File: src/design/gray_page_classifier_core_macros.svh
// ----------------------------------------------------------------------------
// Assertion macros for the gray page classifier
// Concurrent checks that compile away when ASSERT_OFF is set.
// ----------------------------------------------------------------------------
`ifndef GRAY_PAGE_CLASSIFIER_CORE_MACROS_SVH
`define GRAY_PAGE_CLASSIFIER_CORE_MACROS_SVH

`ifndef ASSERT_OFF
// check that is suspended while reset is high
`define GPC_ASSERT(label, clk, rst, prop) \
  label: assert property (@(posedge clk) disable iff (rst) prop) \
    else $error("gray page classifier: assertion failed");
// check that also runs through reset
`define GPC_ASSERT_ALWAYS(label, clk, prop) \
  label: assert property (@(posedge clk) prop) \
    else $error("gray page classifier: reset assertion failed");
`else
`define GPC_ASSERT(label, clk, rst, prop)
`define GPC_ASSERT_ALWAYS(label, clk, prop)
`endif

`endif

File: src/design/gpc_pkg.sv
// ----------------------------------------------------------------------------
// Gray page classifier package
// Shared types, register indexes and constants.
// ----------------------------------------------------------------------------
package gpc_pkg;

  // luma weights, sum to 256
  localparam logic [7:0] W_RED   = 8'd77;
  localparam logic [7:0] W_GREEN = 8'd150;
  localparam logic [7:0] W_BLUE  = 8'd29;

  localparam logic [6:0] PCT_SCALE = 7'd100;

  localparam int unsigned CFG_INDEX_WIDTH = 3;
  localparam int unsigned CFG_DATA_WIDTH  = 8;

  typedef enum logic [CFG_INDEX_WIDTH-1:0] {
    CFG_NEUTRAL_TOLERANCE = 3'd0,
    CFG_GRAY_PERCENT      = 3'd1,
    CFG_BAND_LOW          = 3'd2,
    CFG_BAND_HIGH         = 3'd3,
    CFG_MIDTONE_PERCENT   = 3'd4
  } cfg_index_t;

  typedef struct packed {
    logic [7:0] neutral_tolerance;
    logic [6:0] gray_percent;
    logic [7:0] band_low;
    logic [7:0] band_high;
    logic [6:0] midtone_percent;
  } cfg_t;

  localparam cfg_t CFG_RESET = '{
    neutral_tolerance: 8'd2,
    gray_percent:      7'd90,
    band_low:          8'd50,
    band_high:         8'd200,
    midtone_percent:   7'd5
  };

  typedef struct packed {
    logic [7:0] luma;
    logic       neutral;
    logic       midtone;
  } pix_eval_t;

endpackage

File: src/design/gpc_pixel_if.sv
// ----------------------------------------------------------------------------
// Pixel stream interface
// One RGB pixel per transaction, with an end-of-page mark.
// ----------------------------------------------------------------------------
interface gpc_pixel_if;
  logic       valid;
  logic       ready;
  logic [7:0] red;
  logic [7:0] green;
  logic [7:0] blue;
  logic       last_pixel;

  modport source (output valid, output red, output green, output blue,
                  output last_pixel, input ready);
  modport sink   (input valid, input red, input green, input blue,
                  input last_pixel, output ready);
endinterface

File: src/design/gpc_result_if.sv
// ----------------------------------------------------------------------------
// Result stream interface
// Luma and neutral flag per pixel, page verdicts on the last pixel.
// ----------------------------------------------------------------------------
interface gpc_result_if;
  logic       valid;
  logic       ready;
  logic [7:0] luma;
  logic       pixel_neutral;
  logic       page_end;
  logic       page_gray;
  logic       bilevel_ready;

  modport source (output valid, output luma, output pixel_neutral, output page_end,
                  output page_gray, output bilevel_ready, input ready);
  modport sink   (input valid, input luma, input pixel_neutral, input page_end,
                  input page_gray, input bilevel_ready, output ready);
endinterface

File: src/design/gpc_pixel_eval.sv
// ----------------------------------------------------------------------------
// Pixel evaluation
// Weighted luma, neutral test on all channel pairs, mid-tone band test.
// ----------------------------------------------------------------------------
module gpc_pixel_eval
  import gpc_pkg::*;
(
  input  logic [7:0] red,
  input  logic [7:0] green,
  input  logic [7:0] blue,
  input  cfg_t       cfg,
  output pix_eval_t  eval
);

  logic [15:0] weighted_sum;
  logic [7:0]  diff_rg;
  logic [7:0]  diff_rb;
  logic [7:0]  diff_gb;
  logic [7:0]  luma;

  always_comb begin
    weighted_sum = 16'(W_RED) * 16'(red) + 16'(W_GREEN) * 16'(green)
                 + 16'(W_BLUE) * 16'(blue);
    luma    = weighted_sum[15:8];
    diff_rg = (red > green) ? red - green : green - red;
    diff_rb = (red > blue) ? red - blue : blue - red;
    diff_gb = (green > blue) ? green - blue : blue - green;
  end

  assign eval.luma    = luma;
  assign eval.neutral = (diff_rg < cfg.neutral_tolerance) &&
                        (diff_rb < cfg.neutral_tolerance) &&
                        (diff_gb < cfg.neutral_tolerance);
  assign eval.midtone = (luma > cfg.band_low) && (luma < cfg.band_high);

endmodule

File: src/design/gray_page_classifier_core.sv
// Throughput: one pixel per cycle while result.ready holds, set by the
// five-register pipeline with per-stage bubble collapsing; a stalled result
// does not block empty stages.
// Reset (rst, synchronous, active high) empties the pipeline, clears the
// page counters and loads the configuration defaults.
// ----------------------------------------------------------------------------
// Gray page classifier core
// Per-pixel luma and neutral flag, page gray and bilevel-ready verdicts.
// ----------------------------------------------------------------------------
`include "gray_page_classifier_core_macros.svh"

module gray_page_classifier_core
  import gpc_pkg::*;
#(
  parameter int unsigned COUNT_WIDTH = 32
) (
  input  logic                       clk,
  input  logic                       rst,
  gpc_pixel_if.sink                  pixel,
  gpc_result_if.source               result,
  input  logic                       write_enable,
  input  logic [CFG_INDEX_WIDTH-1:0] write_index,
  input  logic [CFG_DATA_WIDTH-1:0]  write_data
);

  localparam int unsigned PROD_WIDTH = COUNT_WIDTH + 7;
  localparam logic [COUNT_WIDTH-1:0] COUNT_ONE = COUNT_WIDTH'(1);
  localparam logic [COUNT_WIDTH-1:0] COUNT_MAX = {COUNT_WIDTH{1'b1}};

  // configuration
  cfg_t cfg;

  always_ff @(posedge clk) begin
    if (rst) begin
      cfg <= CFG_RESET;
    end else if (write_enable) begin
      case (write_index)
        CFG_NEUTRAL_TOLERANCE: cfg.neutral_tolerance <= write_data;
        CFG_GRAY_PERCENT:      cfg.gray_percent      <= write_data[6:0];
        CFG_BAND_LOW:          cfg.band_low          <= write_data;
        CFG_BAND_HIGH:         cfg.band_high         <= write_data;
        CFG_MIDTONE_PERCENT:   cfg.midtone_percent   <= write_data[6:0];
        default: ;
      endcase
    end
  end

  // pipeline valid bits and load enables
  logic s1_valid, s2_valid, s3_valid, s4_valid, out_valid;
  logic ld1, ld2, ld3, ld4, ld_out;

  assign ld_out = !out_valid || result.ready;
  assign ld4    = !s4_valid || ld_out;
  assign ld3    = !s3_valid || ld4;
  assign ld2    = !s2_valid || ld3;
  assign ld1    = !s1_valid || ld2;
  assign pixel.ready = ld1;

  // stage 1: input register
  logic [7:0] s1_red, s1_green, s1_blue;
  logic       s1_last;

  // stage 2: evaluated pixel
  pix_eval_t  s1_eval;
  pix_eval_t  s2_eval;
  logic       s2_last;

  // stage 3: page counts snapshot
  logic [7:0]             s3_luma;
  logic                   s3_neutral;
  logic                   s3_last;
  logic [COUNT_WIDTH-1:0] s3_neutral_count, s3_midtone_count, s3_pixel_count;

  // stage 4: scaled products
  logic [7:0]            s4_luma;
  logic                  s4_neutral;
  logic                  s4_last;
  logic [PROD_WIDTH-1:0] s4_neutral_scaled, s4_gray_limit;
  logic [PROD_WIDTH-1:0] s4_midtone_scaled, s4_midtone_limit;

  // running page counters
  logic [COUNT_WIDTH-1:0] neutral_count, midtone_count, pixel_count;
  logic [COUNT_WIDTH-1:0] neutral_count_next, midtone_count_next, pixel_count_next;
  logic                   count_advance;

  gpc_pixel_eval u_eval (
    .red   (s1_red),
    .green (s1_green),
    .blue  (s1_blue),
    .cfg   (cfg),
    .eval  (s1_eval)
  );

  always_ff @(posedge clk) begin
    if (rst) begin
      s1_valid  <= 1'b0;
      s2_valid  <= 1'b0;
      s3_valid  <= 1'b0;
      s4_valid  <= 1'b0;
      out_valid <= 1'b0;
    end else begin
      if (ld1)    s1_valid  <= pixel.valid;
      if (ld2)    s2_valid  <= s1_valid;
      if (ld3)    s3_valid  <= s2_valid;
      if (ld4)    s4_valid  <= s3_valid;
      if (ld_out) out_valid <= s4_valid;
    end
  end

  always_ff @(posedge clk) begin
    if (ld1) begin
      s1_red   <= pixel.red;
      s1_green <= pixel.green;
      s1_blue  <= pixel.blue;
      s1_last  <= pixel.last_pixel;
    end
    if (ld2) begin
      s2_eval <= s1_eval;
      s2_last <= s1_last;
    end
  end

  // saturating increments for the pixel leaving stage 2
  assign count_advance = s2_valid && ld3;

  always_comb begin
    neutral_count_next = neutral_count;
    midtone_count_next = midtone_count;
    pixel_count_next   = pixel_count;
    if (s2_eval.neutral && neutral_count != COUNT_MAX) begin
      neutral_count_next = neutral_count + COUNT_ONE;
    end
    if (s2_eval.midtone && midtone_count != COUNT_MAX) begin
      midtone_count_next = midtone_count + COUNT_ONE;
    end
    if (pixel_count != COUNT_MAX) begin
      pixel_count_next = pixel_count + COUNT_ONE;
    end
  end

  always_ff @(posedge clk) begin
    if (rst) begin
      neutral_count <= '0;
      midtone_count <= '0;
      pixel_count   <= '0;
    end else if (count_advance) begin
      if (s2_last) begin
        // page closed: start the next page from zero
        neutral_count <= '0;
        midtone_count <= '0;
        pixel_count   <= '0;
      end else begin
        neutral_count <= neutral_count_next;
        midtone_count <= midtone_count_next;
        pixel_count   <= pixel_count_next;
      end
    end
  end

  always_ff @(posedge clk) begin
    if (ld3) begin
      s3_luma          <= s2_eval.luma;
      s3_neutral       <= s2_eval.neutral;
      s3_last          <= s2_last;
      s3_neutral_count <= neutral_count_next;
      s3_midtone_count <= midtone_count_next;
      s3_pixel_count   <= pixel_count_next;
    end
    if (ld4) begin
      s4_luma           <= s3_luma;
      s4_neutral        <= s3_neutral;
      s4_last           <= s3_last;
      s4_neutral_scaled <= PROD_WIDTH'(s3_neutral_count) * PROD_WIDTH'(PCT_SCALE);
      s4_gray_limit     <= PROD_WIDTH'(cfg.gray_percent) * PROD_WIDTH'(s3_pixel_count);
      s4_midtone_scaled <= PROD_WIDTH'(s3_midtone_count) * PROD_WIDTH'(PCT_SCALE);
      s4_midtone_limit  <= PROD_WIDTH'(cfg.midtone_percent) * PROD_WIDTH'(s3_pixel_count);
    end
  end

  // output register: compare products, verdicts only at page end
  logic page_gray_next;

  assign page_gray_next = s4_last && (s4_neutral_scaled > s4_gray_limit);

  always_ff @(posedge clk) begin
    if (ld_out) begin
      result.luma          <= s4_luma;
      result.pixel_neutral <= s4_neutral;
      result.page_end      <= s4_last;
      result.page_gray     <= page_gray_next;
      result.bilevel_ready <= page_gray_next && (s4_midtone_scaled < s4_midtone_limit);
    end
  end

  assign result.valid = out_valid;

  `GPC_ASSERT(a_counts_clear_after_page, clk, rst, count_advance && s2_last |=> neutral_count == '0 && midtone_count == '0 && pixel_count == '0)
  `GPC_ASSERT(a_pixel_count_bounds, clk, rst, pixel_count >= neutral_count && pixel_count >= midtone_count)
  `GPC_ASSERT(a_verdicts_only_at_end, clk, rst, result.valid && !result.page_end |-> !result.page_gray && !result.bilevel_ready)
  `GPC_ASSERT_ALWAYS(a_reset_empties_output, clk, rst |=> !result.valid && !s1_valid)

endmodule

File: src/flat_wrapper.sv
// flat-port wrapper written by rule: the top's interface ports become plain ports
module gray_page_classifier_core_flat import gpc_pkg::*;
#(
  parameter int unsigned COUNT_WIDTH = 32
)
  (clk, rst, write_enable, write_index, write_data, pixel_valid, pixel_red, pixel_green, pixel_blue, pixel_last_pixel, pixel_ready, result_valid, result_luma, result_pixel_neutral, result_page_end, result_page_gray, result_bilevel_ready, result_ready);
  gpc_pixel_if pixel_i ();
  gpc_result_if result_i ();
  input  logic clk;
  input  logic rst;
  input  logic write_enable;
  input  logic [CFG_INDEX_WIDTH-1:0] write_index;
  input  logic [CFG_DATA_WIDTH-1:0] write_data;
  input wire logic [$bits(pixel_i.valid)-1:0] pixel_valid;
  input wire logic [$bits(pixel_i.red)-1:0] pixel_red;
  input wire logic [$bits(pixel_i.green)-1:0] pixel_green;
  input wire logic [$bits(pixel_i.blue)-1:0] pixel_blue;
  input wire logic [$bits(pixel_i.last_pixel)-1:0] pixel_last_pixel;
  output wire logic [$bits(pixel_i.ready)-1:0] pixel_ready;
  output wire logic [$bits(result_i.valid)-1:0] result_valid;
  output wire logic [$bits(result_i.luma)-1:0] result_luma;
  output wire logic [$bits(result_i.pixel_neutral)-1:0] result_pixel_neutral;
  output wire logic [$bits(result_i.page_end)-1:0] result_page_end;
  output wire logic [$bits(result_i.page_gray)-1:0] result_page_gray;
  output wire logic [$bits(result_i.bilevel_ready)-1:0] result_bilevel_ready;
  input wire logic [$bits(result_i.ready)-1:0] result_ready;
  assign pixel_i.valid = pixel_valid;
  assign pixel_i.red = pixel_red;
  assign pixel_i.green = pixel_green;
  assign pixel_i.blue = pixel_blue;
  assign pixel_i.last_pixel = pixel_last_pixel;
  assign pixel_ready = pixel_i.ready;
  assign result_valid = result_i.valid;
  assign result_luma = result_i.luma;
  assign result_pixel_neutral = result_i.pixel_neutral;
  assign result_page_end = result_i.page_end;
  assign result_page_gray = result_i.page_gray;
  assign result_bilevel_ready = result_i.bilevel_ready;
  assign result_i.ready = result_ready;
  gray_page_classifier_core #(.COUNT_WIDTH(COUNT_WIDTH)) u_core (.clk(clk), .rst(rst), .pixel(pixel_i), .result(result_i), .write_enable(write_enable), .write_index(write_index), .write_data(write_data));
endmodule
File: config.mk
export PLATFORM = sky130hd
export DESIGN_NAME = gray_page_classifier_core_flat
export DESIGN_NICKNAME = d
export VERILOG_FILES = /design/src/design/gpc_pkg.sv /design/src/design/gpc_pixel_if.sv /design/src/design/gpc_result_if.sv /design/src/design/gpc_pixel_eval.sv /design/src/design/gray_page_classifier_core.sv /design/src/flat_wrapper.sv
export VERILOG_INCLUDE_DIRS = /design/src /design/src/design
export SDC_FILE = /design/constraint.sdc
export NUM_CORES = 2
export LEC_CHECK = 0
export BUFFER_PORTS_ARGS = -buffer_cell sky130_fd_sc_hd__buf_2
export CORE_UTILIZATION = 48
export CTS_BUF_LIST = sky130_fd_sc_hd__clkbuf_16
export CTS_CLUSTER_DIAMETER = 200
export DETAILED_ROUTE_END_ITERATION = 8
export GPL_ROUTABILITY_DRIVEN = 0
export PLACE_DENSITY = 0.65
export SLEW_MARGIN = 20
export SYNTH_ARGS = -nofsm -noshare
export SYNTH_HDL_FRONTEND = slang
export SYNTH_HIERARCHICAL = 1
export SYNTH_SLANG_ARGS = --single-unit
File: constraint.sdc
create_clock -name clk -period 8 [get_ports clk]
set_input_delay 1.6 -clock clk [delete_from_list [all_inputs] [get_ports clk]]
set_output_delay 1.6 -clock clk [all_outputs]
set_load 0.02 [all_outputs]
# Yosys cells after proc, flatten, opt, wreduce, memory -nomap -nowiden
# Index checks and enable logic that the tools add are counted.
classes:
  n_bitwise: 0
  muxes: 9
  magnitude_cmp: 10
  n_eq_ne: 7
  shifts: 0
  multipliers: 7
  n_reduce_logical: 24
  n_div: 0
  n_addsub: 11
op_table:
  columns: ["op", "count"]
  rows:
  - ["32-bit 2-to-1 mux", 6]
  - ["32-bit by 1-bit adder with 32-bit output, second input constant", 3]
  - ["32-bit inequality test, second input constant", 3]
  - ["7-bit by 32-bit multiplier with 39-bit output", 2]
  - ["32-bit by 5-bit multiplier with 37-bit output, second input constant", 2]
  - ["8-bit subtractor", 6]
  - ["39-bit > comparator", 1]
  - ["39-bit < comparator", 1]
  - ["8-bit > comparator", 4]
  - ["8-bit < comparator", 4]
  - ["7-bit by 8-bit multiplier with 15-bit output, first input constant", 2]
  - ["8-bit 2-to-1 mux", 3]
  - ["15-bit by 16-bit adder with 16-bit output", 1]
  - ["16-bit by 13-bit adder with 16-bit output", 1]
  - ["5-bit by 8-bit multiplier with 13-bit output, first input constant", 1]
  - ["2-bit AND reduction", 5]
  - ["1-bit logical AND", 8]
  - ["3-bit by 2-bit == test with 1-bit output, second input constant", 2]
  - ["1-bit zero test", 5]
  - ["1-bit logical OR", 5]
  - ["3-bit by 1-bit == test with 1-bit output, second input constant", 1]
  - ["3-bit == test, second input constant", 1]
  - ["3-bit zero test", 1]
totals:
  out_inout_bits: 14
  register_bits: 455
  latchBits: 0
  mem_count: 0
  ram_bits: 0
  wordCells: 107
  mem_bits_ro: 0
  inputBits: 41

# Logic depth before layout (Yosys ltp)
depth:
  word_depth: 6
  depth_mapped: 32
  ltp_nobuf: 32

# Modules after synthesis
# The synthesis kept the hierarchy.
modules_own_cells:
  columns: ["mod", "cells_per_inst", "instances", "area_each_um2", "seq_area_each_um2"]
  rows:
  - ["gray_page_classifier_core", 4086, 1, 39726.9, 12271.8]
  - ["gpc_pixel_eval", 631, 1, 5655.4, 0.0]

# Least setup slack after synthesis
# No wires, ideal clock.
synth_path:
  path_kind: "register -> register"
  start: "register u_core.s1_green[5]"
  end: "register u_core/s2_eval[0] in the netlist's numbering, data pin"
  path_stages_with_launch: 33
  t_required_ns: 7.740
  path_slack_ns: 0.883
  arrival_time_ns: 6.856
  path_buffers: 0
  synth_period_minus_slack_ns: 7.117
  setup_ns: 0.260
  path_cell_list: "edfxtp_1 -> ha_1 -> ha_1 -> ha_1 -> inv_1 -> fa_1 -> inv_1 -> ha_1 -> o21a_1 -> o31a_1 -> o21a_1 -> nor2_1 -> xnor2_1 -> ha_1 -> inv_1 -> fa_1 -> fa_1 -> fa_1 -> inv_1 -> ha_1 -> a41o_1 -> a21oi_1 -> o31a_1 -> o21ai_0 -> o41ai_1 -> xnor2_1 -> xnor2_1 -> ha_1 -> nand4_1 -> nor2_1 -> nor2_1 -> o2111ai_1 -> a21oi_1"
synth_rtl:
  columns: ["item", "line", "text"]
  rows:
  - ["start, declared", "gray_page_classifier_core.sv:60", "logic [7:0] s1_red, s1_green, s1_blue;"]
  - ["start signal, assigned", "gray_page_classifier_core.sv:113", "s1_green <= pixel.green;"]
  - ["end signal, assigned", "gray_page_classifier_core.sv:118", "s2_eval <= s1_eval;"]
  - ["end, declared", "gray_page_classifier_core.sv:65", "pix_eval_t s2_eval;"]

==> impl_metrics.toml <==
[run_status]
status = "completed"

[layout]
post_route_cells_drive_above_1_share_pct = 4.91
fin_nets = 5715
final_common_cell = "inv_1"
nFillCells = 8476
syn2layout_area_growth_pct = 7.33
final_cell_mix = "inv_1, ha_1, fa_1"

[clock_network]
path_clk_slew_ns = 0.06
cts_tree = "done"
cts_sinks = 455
root_buffer = "clkbuf_16"
clock_latency_ns = 0.64
h-tree-depth = 2
clock_path_buffers = 3
cts-buffers-inserted = 53

[placed_design]
dp_hpwl_mm = 81.1
portBuffers = 54

[global_routing]
grt_pass1_vias = 32500
grt_pass1_wl_mm = 171
grt_use_total_pct = 22.4
grt_overflow = 0
antenna_found_initial = 7
grt_start_max_net_pins = 77

[timing]
finalCritPeriodShare_pct = 93.5
finalMaxSlewViolations = 0
fmax_mhz = 134
hold_slack_ns = 0.408
period_needed_ns = 7.48
relSlewSlack_pct = 27.0
setup_viol_count_final = 0
timing.setup.tns_ns = 0
tightest_slew_ns = 1.09
finalHoldViolations = 0
clock_skew_ns = 0.0373
grt_setup_unrepaired = "no"

[flow_run]
drv_cap = 0

[logic_synthesis]
synth_top_area_share_pct = 20.9
async_reset_ff_share_pct = 0
syn_area_per_cell_um2 = 9.62
synth_warnings = 6
synth.area.top_cells = "edfxtp_1, fa_1, ha_1"
synth_area_leader_cell = "edfxtp_1"
synthFlopType = "edfxtp_1"
syn_nets = 5729
synth-edff-count = 316
yosysUniqueCellTypes = 94
synthesis.area_um2 = 45400
synth-seq-area-share_pct = 27.0
synthCells = 4717
ys_seq_elements = 455

[power]
powerDensity_nw_per_um2 = 177
power.leakage_nw = 24.4
vdd_drop_max_mv = 0.664

[hold_path]
hp-class = "reg -> reg"

[critical_path]
cp-end-kind = "flip-flop"
path_class = "reg -> reg"
critical_path_arrival_ns = 7.87
path_max_fanout = 7
start_kind = "flip-flop"
required_ns = 8.39

[die]
rows = 112
start_util_pct = 48.6
core_um2 = 93500
die_area_um2 = 95800
io_pins = 55
die_h_um = 309
die_x_um = 309

[detailed_routing]
drc = 0
drt-total-wl_mm = 105
vias_per_cell = 5.40
first_iter_violations = 2008
drtAntennaViolNets = 0
drt-pass1-iter-count = 6
wire_per_inst_um = 17.4
route.vias.total = 32400
[synthesized netlist by cell type, drive strengths merged (16+ instances only)]
cell type  count
xnor2        147
o21bai        24
ha           558
a21oi        245
clkbuf       139
dfxtp        139
nor4          17
mux2i         24
inv          784
a31oi         31
nor3          41
nor2         220
nand3         71
fa           413
o21a          30
and3          41
nand2b        30
buf           16
or3           23
a22oi         33
nand4         60
xor2         100
o21ai        172
o211ai        16
a211oi        19
and2         356
nand2        307
nor2b         47
edfxtp       316
a21o         110
[per-layer routing]
layer | track usage, % | vias to the layer above | wire length [um]
li1 | - | 15700 | -
met2 | 36.8 | 703 | 48500
met1 | 29.9 | 15800 | 47300
met4 | 7.75 | 6 | 3580
met5 | 0 | - | 43
met3 | 3.48 | 181 | 5250
[where the power goes]
part	total [mW]	switching [mW]	internal [mW]
logic	3.26	1.84	1.42
clock network	2.52	1.07	1.45
registers	2.84	0.0919	2.75
total	8.63	3.00	5.62
[critical path, cell delays in order (launching register included)]
cell and delay (ns):
edfxtp_1 0.54, ha_1 0.36, ha_1 0.29, fa_1 0.47, ha_1 0.35, nor2b_1 0.17
o21a_1 0.18, nor2_1 0.12, xor2_1 0.23, fa_1 0.47, fa_1 0.48, fa_1 0.49
inv_1 0.05, fa_1 0.47, ha_1 0.37, a41o_1 0.20, a21oi_1 0.12, o31a_1 0.23
o21ai_1 0.16, o21a_1 0.23, nor2_1 0.24, ha_1 0.30, a21o_1 0.16, a21o_1 0.16
a21oi_1 0.14, o21ai_0 0.10, o2111ai_1 0.09, a21oi_1 0.06
[sequential cells by signal (all words and copies together), names as in the netlist, 10 cells and up]
register / count
u_core/neutral_count: 32
u_core/s4_gray_limit: 39
u_core/s4_midtone_scaled: 37
u_core/pixel_count: 32
u_core/s3_pixel_count: 32
u_core/cfg: 38
u_core/s3_midtone_count: 32
u_core/s3_neutral_count: 32
u_core/s4_midtone_limit: 39
u_core/s4_neutral_scaled: 37
u_core/midtone_count: 32
u_core/s2_eval: 10
[final timing paths]
check	from	to	slack, ns	cells past startpoint
worst max-delay path	u_core/s1_green[2]	u_core/s2_eval[0]	0.52	27
worst min-delay path	u_core/s3_neutral	u_core/s4_neutral	0.41	0
worst max register to register	u_core/s1_green[2]	u_core/s2_eval[0]	0.52	27
worst min register to register	u_core/s3_neutral	u_core/s4_neutral	0.41	0
[final cells by class]
type | count | area (um2) | share of cell area [%]
Inverter | 785 | 2950 | 6.05
Clock buffer | 58 | 1450 | 2.98
Sequential cell | 455 | 12300 | 25.2
Multi-Input combinational cell | 3322 | 29600 | 60.7
Timing Repair Buffer | 86 | 513 | 1.05
Tap cell | 1254 | 1570 | 3.22
Clock inverter | 42 | 364 | 0.747
Antenna cell | 1 | 2.50 | 0.00514
[timing repair]
action | CTS | global route
hold buffers | 0 | 0
buffers inserted | 0 | 1
resized for setup | 0 | 2
setup endpoints to repair | 0 | 1
[per-stage QoR]
stage                     worst slack [ns]  std cells  utilization (%)  area, um2  total power [mW]
final                                0.518       6003             52.1      48700              8.63
after global routing                 0.115       6002             52.1      48700              9.29
after CTS                            0.363       6001             52.1      48700              8.64
after detailed placement             0.429       5901             50.1      46900              6.08
after global placement               0.538       5901             50.1      46900              5.98
after floorplan                      0.883       4717                -      45400              5.35
[logic make-up after synthesis]
group           count (synthesis)  synth area share [%]
xor+xnor                      247                  4.77
simple gates                 1265                  14.6
buf+inv                       940                  7.81
compound gates                806                  11.4
mux                            33                 0.753
flops                         455                  27.0
fa+ha+maj                     971                  33.6
Power figures use the tool's default switching activity.
